### src/rtl/sorted_table_insert_search_macros.svh
// Assertion macros for the checks in the top-level sorted_table_insert_search module.
`ifndef SORTED_TABLE_INSERT_SEARCH_MACROS_SVH
`define SORTED_TABLE_INSERT_SEARCH_MACROS_SVH

// Checked only while the block is out of reset.
`define STI_ASSERT(lbl, prop) \
    lbl: assert property (@(posedge aclk) disable iff (!aresetn) (prop)) \
        else $error("sorted table check failed");

// Checked at every edge, reset included.
`define STI_ASSERT_ALWAYS(lbl, prop) \
    lbl: assert property (@(posedge aclk) (prop)) \
        else $error("sorted table reset check failed");

`endif

### src/rtl/sti_pkg.sv
package sti_pkg;

    localparam int CAPACITY  = 256;
    localparam int KEY_WIDTH = 32;
    localparam int IDX_W     = $clog2(CAPACITY);
    localparam int CNT_W     = IDX_W + 1;

    localparam logic OP_INSERT = 1'b0;
    localparam logic OP_FIND   = 1'b1;

    typedef enum logic [2:0] {
        ST_IDLE,
        ST_SEARCH,
        ST_COMPARE,
        ST_SHIFT,
        ST_PROBE,
        ST_DONE
    } state_t;

    typedef struct packed {
        logic gt;
        logic eq;
    } cmp_res_t;

    typedef struct packed {
        logic                 wr_en;
        logic [IDX_W-1:0]     wr_addr;
        logic [KEY_WIDTH-1:0] wr_data;
        logic [IDX_W-1:0]     rd_addr;
    } mem_req_t;

    typedef struct packed {
        logic [CNT_W-1:0] count;
        logic [IDX_W-1:0] index;
        logic             found;
        logic             status;
    } result_t;

    typedef struct packed {
        logic idle;
        logic res_valid;
    } ctrl_stat_t;

endpackage

### src/rtl/sti_cmp.sv
module sti_cmp
    import sti_pkg::*;
(
    input  logic                 signed_mode,
    input  logic [KEY_WIDTH-1:0] key_a,
    input  logic [KEY_WIDTH-1:0] key_b,
    output cmp_res_t             res
);

    logic [KEY_WIDTH-1:0] ord_a;
    logic [KEY_WIDTH-1:0] ord_b;
    logic [KEY_WIDTH-1:0] sign_flip;

    // Flipping the sign bit maps two's complement order onto unsigned order.
    assign sign_flip = {signed_mode, {(KEY_WIDTH-1){1'b0}}};
    assign ord_a     = key_a ^ sign_flip;
    assign ord_b     = key_b ^ sign_flip;
    assign res.gt    = ord_a > ord_b;
    assign res.eq    = key_a == key_b;

endmodule

### config.mk
export PLATFORM = sky130hd
export DESIGN_NAME = sti_cmp
export DESIGN_NICKNAME = d
export VERILOG_FILES = /design/src/rtl/sorted_table_insert_search_macros.svh /design/src/rtl/sti_pkg.sv /design/src/rtl/sti_cmp.sv
export SDC_FILE = /design/constraint.sdc
export NUM_CORES = 1
export LEC_CHECK = 0
export BUFFER_PORTS_ARGS = -buffer_cell sky130_fd_sc_hd__buf_2
export CORE_MARGIN = 10
export CORE_UTILIZATION = 38
export DETAILED_ROUTE_END_ITERATION = 16
export GPL_ROUTABILITY_DRIVEN = 0
export GPL_TIMING_DRIVEN = 1
export PLACE_DENSITY = 0.8
export SLEW_MARGIN = 30
export SYNTH_ARGS = -nofsm -noshare
export SYNTH_HDL_FRONTEND = slang
export SYNTH_SLANG_ARGS = --single-unit
### constraint.sdc
create_clock -name vclk -period 2.6
set_input_delay 0.65 -clock vclk [all_inputs]
set_output_delay 0.65 -clock vclk [all_outputs]
set_load 0.01 [all_outputs]
==> flow_summary.json <==
{
  "status": "complete, but fails checks",
  "violations": "setup timing",
  "slowest_delay_ps": 300,
  "pin_count": 67,
  "path_max_fanout": 2,
  "setup_viol": 2,
  "hp-class": "input pin to primary output",
  "holdWs_ps": 1920,
  "antenna_found_initial": 0,
  "synth_fa_ha_area_frac": 0.463,
  "yosysTopAreaCellShare": 0.463,
  "maxSlewViolCount": 0,
  "grt_pass1_vias": 1260,
  "cp.depth": 11,
  "p_int_uw": 141,
  "synthTopCellsByArea": "ha_1 46%, inv_1 15%, a21oi_1 7.8%",
  "clock_buffers": 0,
  "via_per_inst": 5.12,
  "rows": 16,
  "crit_top_cell": "buf_4",
  "critPathBufInv": 5,
  "core_region_area_mm2": 0.00202,
  "seqPwrFrac": 0,
  "num_antenna_cells": 0,
  "grt_pass1_wl_um": 4950,
  "die_height_um": 66.9,
  "timing.critical_path.required_ps": 1950,
  "synth_top_family_by_area": "adder cells",
  "cap_violations": 0,
  "seqCellArea_um2": 0,
  "fin_crit_sh": 1.12,
  "postCtsHoldBufs": 0,
  "power.clock.fraction": 0,
  "synth_nets": 212,
  "switching_power_uw": 117,
  "synthXorXnorAreaFrac": 0.0105,
  "synth_compound_area_frac": 0.218,
  "cp_cell_sequence": "buf_6, inv_4, ha_4, nand4_1, buf_4, buf_4, a21oi_1, a211oi_1, o31a_2, a21oi_2, buf_2",
  "seq_cells": 0,
  "grt_max_degree": 4,
  "crit_family": "compound AO/OA/AOI/OAI gates",
  "dpl_worst_slack_ps": -261,
  "pwr_density_cell_mw_per_mm2": 155,
  "area_growth_pct": 99.6,
  "grtUsageTotal": 0.131,
  "synthSimpleGateAreaFrac": 0.160,
  "final_common_cell": "buf_2",
  "layout.nets": 293,
  "startpoint_type": "input pin",
  "dr.pass1.iters": 4,
  "synthCells": 116,
  "final_util": 0.826,
  "p_leak_uw": 0.000898,
  "final_cell_mix": "52 x buf_2, 17 x inv_1, 17 x ha_4, 16 x buf_6",
  "worstPathArrival_ps": 2260,
  "power_switching_share": 0.453,
  "power_uw": 259,
  "fmax_ghz": 0.344,
  "wirelength_um": 3750,
  "path_class": "input pin to primary output",
  "die_area_mm2": 0.00448,
  "grt_overflow": 0,
  "irDropWorstVdd_mv": 0.0931,
  "io_buffers": 67,
  "start_util": 0.414,
  "yosysUniqueCellTypes": 23,
  "finalHoldViolCount": 0,
  "ys.warnings.count": 0,
  "slew-limit-headroom": 0.801,
  "dp_cells": 217,
  "ant_nets": 0,
  "wl_per_cell_um": 16.9,
  "critPathCaptureType": "primary output",
  "drt-initial-drc-count": 34,
  "syn_area_um2": 837,
  "rsz0062_at_grt": "yes",
  "post-route-drc-count": 0,
  "syn_area_per_cell_um2": 7.22,
  "synthMuxAreaShare": 0,
  "seq_area_frac_synth": 0,
  "crit_slowest_cell": "o31a_2",
  "tightest_slew_ps": 297,
  "comb_power_share": 1.000,
  "fin_ws_ps": -309,
  "fp.dieW_um": 66.9,
  "worstHoldPathCells": 5,
  "dp_hpwl_um": 2630,
  "fin_cells": 222,
  "route.vias.total": 1136,
  "min_period_ps": 2910,
  "synth_top_area_cell": "ha_1",
  "drive_gt1_frac": 0.636
}
[stage by stage]
stage | setup TNS (ps) | instance area [um2]
floorplan | 0 | 837
global placement | -254 | 1260
detailed placement | -332 | 1260
CTS | -230 | 1420
global route | -487 | 1670
finish | -387 | 1670
[logic make-up after synthesis]
kind of cell	after synthesis
AO/OA/AOI/OAI	28
AND/OR/NAND/NOR	23
buffers and inverters	33
adder cells (fa/ha/maj)	31
XOR/XNOR	1
[layout make-up]
cell class / instances / area, um2
timing repair buffer: 79 / 531
inverter: 33 / 131
multi-input combinational: 83 / 975
fill: 125 / 352
tap: 27 / 33.8
[synthesized netlist by cell type, drive strengths merged]
master  count
nand2       5
o21ai       2
a211oi      1
o221ai      1
o31a        1
o211ai      1
nor3b       1
nand3       3
a41oi       1
nor2        3
or3         1
nor3        1
inv        33
ha         31
nor2b       2
a21oi      15
nand4       7
a41o        1
a21o        5
xor2        1
[timing repair]
item | CTS | global route
gates resized for setup | 22 | 42
setup endpoints to repair | 2 | 2
buffers inserted | 1 | 4
pin swaps | 10 | 16
[power groups by stage]
| stage | Sequential (uW) | Clock [uW] | Combinational [uW] |
|---|---|---|---|
| finish | 0 | 0 | 259 |
| detailed placement | 0 | 0 | 182 |
| CTS | 0 | 0 | 207 |
| global route | 0 | 0 | 286 |
| floorplan | 0 | 0 | 94.4 |
| global placement | 0 | 0 | 171 |
[layer usage]
metal,track usage,part of all wire,vias up
met3,0.0334,0.066,12
met2,0.280,0.53,54
met5,0,0,-
met1,0.115,0.36,508
met4,0.0308,0.038,0
li1,-,-,562
[path summary, 6_finish.rpt]
path              slack, ps  startpoint      to
setup / recovery       -310   key_b[11]  res[1]
hold / removal         1920    key_a[1]  res[0]
Note: power is estimated with default switching activity, not from simulation.
