--- src/rtl/sorted_table_insert_search_macros.svh ---
// Assertion macros for the checks in the top-level sorted_table_insert_search module.
`ifndef SORTED_TABLE_INSERT_SEARCH_MACROS_SVH
`define SORTED_TABLE_INSERT_SEARCH_MACROS_SVH

// Checked only while the block is out of reset.
`define STI_ASSERT(lbl, prop) \
    lbl: assert property (@(posedge aclk) disable iff (!aresetn) (prop)) \
        else $error("sorted table check failed");

// Checked at every edge, reset included.
`define STI_ASSERT_ALWAYS(lbl, prop) \
    lbl: assert property (@(posedge aclk) (prop)) \
        else $error("sorted table reset check failed");

`endif

--- src/rtl/sti_pkg.sv ---
package sti_pkg;

    localparam int CAPACITY  = 256;
    localparam int KEY_WIDTH = 32;
    localparam int IDX_W     = $clog2(CAPACITY);
    localparam int CNT_W     = IDX_W + 1;

    localparam logic OP_INSERT = 1'b0;
    localparam logic OP_FIND   = 1'b1;

    typedef enum logic [2:0] {
        ST_IDLE,
        ST_SEARCH,
        ST_COMPARE,
        ST_SHIFT,
        ST_PROBE,
        ST_DONE
    } state_t;

    typedef struct packed {
        logic gt;
        logic eq;
    } cmp_res_t;

    typedef struct packed {
        logic                 wr_en;
        logic [IDX_W-1:0]     wr_addr;
        logic [KEY_WIDTH-1:0] wr_data;
        logic [IDX_W-1:0]     rd_addr;
    } mem_req_t;

    typedef struct packed {
        logic [CNT_W-1:0] count;
        logic [IDX_W-1:0] index;
        logic             found;
        logic             status;
    } result_t;

    typedef struct packed {
        logic idle;
        logic res_valid;
    } ctrl_stat_t;

endpackage

--- src/rtl/sti_ctrl.sv ---
module sti_ctrl
    import sti_pkg::*;
(
    input  logic                 aclk,
    input  logic                 aresetn,
    input  logic                 start,
    input  logic                 start_op,
    input  logic [KEY_WIDTH-1:0] start_key,
    input  logic                 out_free,
    input  cmp_res_t             cmp,
    input  logic [KEY_WIDTH-1:0] rd_data,
    output logic [KEY_WIDTH-1:0] key,
    output mem_req_t             mem_req,
    output result_t              result,
    output ctrl_stat_t           stat
);

    state_t               state_reg, state_next;
    logic                 op_reg, op_next;
    logic [KEY_WIDTH-1:0] key_reg, key_next;
    logic [CNT_W-1:0]     left_reg, left_next;
    logic [CNT_W-1:0]     right_reg, right_next;
    logic [CNT_W-1:0]     mid_reg, mid_next;
    logic [CNT_W-1:0]     cnt_reg, cnt_next;
    logic [CNT_W-1:0]     n_reg, n_next;
    logic [IDX_W-1:0]     rd_idx_reg, rd_idx_next;
    logic                 pend_reg, pend_next;
    logic [IDX_W-1:0]     pend_addr_reg, pend_addr_next;
    result_t              res_reg, res_next;

    logic [CNT_W:0]       mid_sum;
    logic [CNT_W-1:0]     mid;
    logic                 full;

    assign mid_sum = {1'b0, left_reg} + {1'b0, right_reg};
    assign mid     = mid_sum[CNT_W:1];
    assign full    = cnt_reg == CNT_W'(CAPACITY);

    always_ff @(posedge aclk) begin
        if (!aresetn) begin
            state_reg <= ST_IDLE;
            cnt_reg   <= '0;
            pend_reg  <= 1'b0;
        end else begin
            state_reg <= state_next;
            cnt_reg   <= cnt_next;
            pend_reg  <= pend_next;
        end
        op_reg        <= op_next;
        key_reg       <= key_next;
        left_reg      <= left_next;
        right_reg     <= right_next;
        mid_reg       <= mid_next;
        n_reg         <= n_next;
        rd_idx_reg    <= rd_idx_next;
        pend_addr_reg <= pend_addr_next;
        res_reg       <= res_next;
    end

    always_comb begin
        state_next = state_reg;
        unique case (state_reg)
            ST_IDLE: begin
                if (start) begin
                    state_next = (start_op == OP_INSERT && full) ? ST_DONE : ST_SEARCH;
                end
            end
            ST_SEARCH: begin
                if (left_reg < right_reg) begin
                    state_next = ST_COMPARE;
                end else if (op_reg == OP_INSERT) begin
                    state_next = ST_SHIFT;
                end else if (left_reg < cnt_reg) begin
                    state_next = ST_PROBE;
                end else begin
                    state_next = ST_DONE;
                end
            end
            ST_COMPARE: state_next = ST_SEARCH;
            ST_SHIFT: begin
                if (n_reg == '0 && !pend_reg) begin
                    state_next = ST_DONE;
                end
            end
            ST_PROBE: state_next = ST_DONE;
            ST_DONE: begin
                if (out_free) begin
                    state_next = ST_IDLE;
                end
            end
            default: state_next = ST_IDLE;
        endcase
    end

    always_comb begin
        op_next         = op_reg;
        key_next        = key_reg;
        left_next       = left_reg;
        right_next      = right_reg;
        mid_next        = mid_reg;
        cnt_next        = cnt_reg;
        n_next          = n_reg;
        rd_idx_next     = rd_idx_reg;
        pend_next       = pend_reg;
        pend_addr_next  = pend_addr_reg;
        res_next        = res_reg;
        mem_req.wr_en   = 1'b0;
        mem_req.wr_addr = IDX_W'(pend_addr_reg + IDX_W'(1));
        mem_req.wr_data = key_reg;
        mem_req.rd_addr = rd_idx_reg;
        stat.idle       = 1'b0;
        stat.res_valid  = 1'b0;
        unique case (state_reg)
            ST_IDLE: begin
                stat.idle        = 1'b1;
                op_next          = start_op;
                key_next         = start_key;
                left_next        = '0;
                right_next       = cnt_reg;
                pend_next        = 1'b0;
                res_next.count   = cnt_reg;
                res_next.index   = '0;
                res_next.found   = 1'b0;
                res_next.status  = start_op == OP_INSERT && full;
            end
            ST_SEARCH: begin
                mid_next        = mid;
                mem_req.rd_addr = mid[IDX_W-1:0];
                if (!(left_reg < right_reg)) begin
                    mem_req.rd_addr = left_reg[IDX_W-1:0];
                    n_next          = cnt_reg - left_reg;
                    rd_idx_next     = IDX_W'(cnt_reg - CNT_W'(1));
                end
            end
            ST_COMPARE: begin
                if (cmp.gt) begin
                    left_next = mid_reg + CNT_W'(1);
                end else begin
                    right_next = mid_reg;
                end
            end
            ST_SHIFT: begin
                if (pend_reg) begin
                    mem_req.wr_en   = 1'b1;
                    mem_req.wr_data = rd_data;
                end
                if (n_reg != '0) begin
                    mem_req.rd_addr = rd_idx_reg;
                    rd_idx_next     = rd_idx_reg - IDX_W'(1);
                    n_next          = n_reg - CNT_W'(1);
                    pend_next       = 1'b1;
                    pend_addr_next  = rd_idx_reg;
                end else begin
                    pend_next = 1'b0;
                    if (!pend_reg) begin
                        mem_req.wr_en   = 1'b1;
                        mem_req.wr_addr = left_reg[IDX_W-1:0];
                        mem_req.wr_data = key_reg;
                        cnt_next        = cnt_reg + CNT_W'(1);
                        res_next.count  = cnt_reg + CNT_W'(1);
                        res_next.index  = left_reg[IDX_W-1:0];
                    end
                end
            end
            ST_PROBE: begin
                res_next.found = cmp.eq;
                res_next.index = cmp.eq ? left_reg[IDX_W-1:0] : '0;
            end
            ST_DONE: begin
                stat.res_valid = out_free;
            end
            default: ;
        endcase
    end

    assign key    = key_reg;
    assign result = res_reg;

endmodule
--- config.mk ---
export PLATFORM = sky130hd
export DESIGN_NAME = sti_ctrl
export DESIGN_NICKNAME = d
export VERILOG_FILES = /design/src/rtl/sorted_table_insert_search_macros.svh /design/src/rtl/sti_pkg.sv /design/src/rtl/sti_ctrl.sv
export SDC_FILE = /design/constraint.sdc
export NUM_CORES = 1
export LEC_CHECK = 0
export BUFFER_PORTS_ARGS = -buffer_cell sky130_fd_sc_hd__buf_2
export CORE_AREA = 2 2 120 122
export DETAILED_ROUTE_END_ITERATION = 7
export DIE_AREA = 0 0 122 124
export MAX_ROUTING_LAYER = met4
export PLACE_DENSITY = 0.82
export SYNTH_ARGS = -nofsm -noshare
export SYNTH_HDL_FRONTEND = slang
export SYNTH_SLANG_ARGS = --single-unit
--- constraint.sdc ---
create_clock -name aclk -period 3 [get_ports aclk]
set_input_delay 0.45 -clock aclk [delete_from_list [all_inputs] [get_ports aclk]]
set_output_delay 0.45 -clock aclk [all_outputs]
set_load 0.01 [all_outputs]
==> reports/qor.txt <==
Worst-path clk slew: 0.06 ns
Yosys reg bits: 117
final worst-path cycle share: 0.997
final number of setup-violating endpoints: 0
first-pass GRT wire length: 26,800 µm
H-tree Lvls: 4
GRT Total Usage: 0.243
worst hold slack: 0.202 ns
VDD IR max: 0.474 mV
ANT nets after route: 0
RSZ-0062 raised after global routing: yes
vias in the first global route: 5,217
gr ovfl total: 0
Unique masters post-synth: 56
CTS tree: built
Hold Violations, Final: 0
Row Count: 43
Post-Route Setup TNS: 0 ns
first drt pass iteration count: 5
DP HPWL: 13,500 µm
via/cell ratio: 5.55
net switching power figure: 0.00340 W
CP endpoint kind: output pin
wire length per cell: 18.5 µm
largest net degree at the start of global routing: 35
MaxCap Viol Count: 0
maximum root-to-sink buffer count: 2
FF-to-FF path depth: 9
Worst Setup Start Kind: flip-flop
CP Data Arrival Time: 2.54 ns
syn_nets: 695
Starting DRT DRC Count: 483
FFs w/ async S/R, synth: 0
antenna violations before repair: 0
Worst setup endpoint: mem_req[5]
Clock Sinks: 117
Gate power share: 0.433
# IOs: 173
design area: 8370 µm²
Yosys Warn Count: 0
PwrDens: 1040 nW/µm²
CP max FO: 5
max-slew violations: 0
Non-Filler Instances: 979
Layout area overhead: 28.2%
Leak: 3.60 nW
HP Class: in2reg
Post-synth EDFFs: 104
Worst Slack Setup Final: 0.00953 ns
Fmax: 334 MHz
WP data required: 2.55 ns
transition time at the pin with the least slew margin: 1.12 ns
die area: 15,100 µm²
IO buf count: 172
Cell Area, Synth: 6530 µm²
Tmin final: 2.99 ns
pre-CTS WS: 0.228 ns
Final Wtd Congestion: 0.992
status: finished, final reports clean
clock buffer count from CTS: 17
Clk Latency, worst-skew pair: 0.42 ns
internal power: 0.00530 W
share of the yosys chip area belonging to registers: 0.518
number of flip-flops under the largest register name: 32
total wire length: 18,200 µm
DRC: 0
sequential power share: 0.358
core area: 13,700 µm²
Die Wd: 122 µm
Slew headroom: 0.246
hold buffers post-CTS: 0
Starting Density: 0.476
flop2flop setup slack: 0.47 ns
Worst Setup Path Type: reg2out
die height: 124 µm
RR Endpoint: n_reg[6]
r2r startpoint: left_reg[5]
dpl cell area: 7660 µm²
placed cells: 938
Switching Fraction: 0.391
average cell area after synthesis: 11.0 µm²
Post-Synthesis Cells: 591
Post-layout nets: 890
Final Skew: 0.0103 ns
crit path from: left_reg[1]
via count: 5,435
predominant post-synthesis flop cell: edfxtp_1
Antenna Cells: 0
Clock power frac: 0.209
share of layout cells above drive strength 1: 0.362
CTS root buf: clkbuf_16
==> per-layer routing <==
metal / GRT usage / up-vias / part of all wire
li1: - / 2526 / -
met1: 0.307 / 2569 / 0.40
met2: 0.384 / 289 / 0.49
met3: 0.0485 / 51 / 0.087
met4: 0.105 / 0 / 0.030
met5: - / - / 0
==> what timing repair did <==
action                     4_1_cts  5_1_grt
hold endpoints to repair         0        0
gates resized for setup          6       11
pin swaps                        1        4
setup endpoints to repair        8        8
buffers inserted                 6        3
==> worst min path at each step <==
stage,from,end,depth (start not counted)
detailed placement,rd_idx_reg[7],pend_addr_reg[7],0
global route,start_key[26],key[26],1
floorplan,rd_idx_reg[7],pend_addr_reg[7],0
finish,start_key[12],key[12],1
CTS,start_key[12],key[12],1
global placement,rd_idx_reg[7],pend_addr_reg[7],0
==> synthesized netlist by cell type (all sizes together), types with 2 or more instances <==
library cell	instances	area share
a21oi	27	0.021
o2111ai	2	0.0027
nor4	3	0.0029
o21a	2	0.0023
buf	11	0.0088
a31oi	2	0.0019
and2	6	0.0058
ha	31	0.059
nor2b	10	0.0096
dfxtp	13	0.040
nor2	43	0.025
xor2	25	0.034
a2111oi	2	0.0046
inv	33	0.019
nor3b	2	0.0023
nand3	12	0.0092
nand2	60	0.035
mux2i	9	0.014
mux2	32	0.055
edfxtp	104	0.48
clkbuf	16	0.0092
o21ai	35	0.027
nand2b	7	0.0067
o211ai	3	0.0042
xnor2	24	0.032
o21bai	3	0.0035
and3	12	0.012
a21o	5	0.0058
a211oi	6	0.0077
o311ai	3	0.0067
or3	7	0.0067
fa	2	0.0061
nor3	14	0.011
a21boi	6	0.0069
nor4b	3	0.0050
nand4	4	0.0038
==> cells by family (layout without fill, tap and decap cells) <==
kind of cell | count (synthesis) | count (layout) | share of synthesized area
buffers and inverters | 60 | 268 | 0.0370
and+or+nand+nor | 189 | 189 | 0.143
AOI/OAI and AO/OA | 102 | 102 | 0.101
adders and majority gates | 33 | 33 | 0.0656
DFF | 117 | 117 | 0.518
xor gates and xnor gates | 49 | 49 | 0.0657
muxes | 41 | 41 | 0.0690
==> layout by cell type, fill, tap and decap left out, types with 4 or more instances in the layout <==
cell	instances
or3_1	7
a21oi_1	26
nand2_1	59
nor2b_1	10
a211oi_1	4
clkbuf_16	17
and2_1	6
edfxtp_1	104
a21boi_0	6
mux2i_1	9
and3_1	12
nand4_1	4
clkinv_2	4
xor2_1	25
o21ai_0	29
inv_1	33
clkinvlp_4	4
buf_2	172
a21o_1	5
mux2_2	32
nor3_1	13
nand3_1	12
buf_4	30
ha_1	25
dfxtp_1	13
o21ai_1	6
ha_4	5
nand2b_1	7
xnor2_1	23
nor2_1	43
==> critical path: stages, from the launching register on <==
cell and delay [ns]:
edfxtp_1 0.42, inv_1 0.16, fa_1 0.51, o21bai_2 0.21, a211oi_2 0.12, buf_4 0.18, xnor2_2 0.14, o21ai_0 0.18
nand2_1 0.07, buf_2 0.13
==> power groups by stage <==
| stage | combinational (W) | sequential (W) | clock (W) |
|---|---|---|---|
| floorplan | 0.00204 | 0.00314 | 0 |
| global route | 0.00406 | 0.00318 | 0.00190 |
| global placement | 0.00332 | 0.00309 | 0 |
| finish | 0.00377 | 0.00312 | 0.00182 |
| detailed placement | 0.00338 | 0.00312 | 0 |
| CTS | 0.00356 | 0.00309 | 0.00184 |
==> through the flow <==
stage / power [W] / util
after floorplan: 0.00518 / -
after global placement: 0.00642 / 0.558
after detailed placement: 0.00649 / 0.558
after CTS: 0.00849 / 0.603
after global routing: 0.00915 / 0.610
final: 0.00870 / 0.610
==> area by class of cell <==
cell class	count	area, µm²
fillers	1118	5350
flip-flops and latches	117	3380
multi-input cells	414	3000
repair buffers	203	1110
clock buffers	18	429
well taps	180	225
inverters	33	124
clock inverters	14	105
Power figures use the tool's default switching activity.
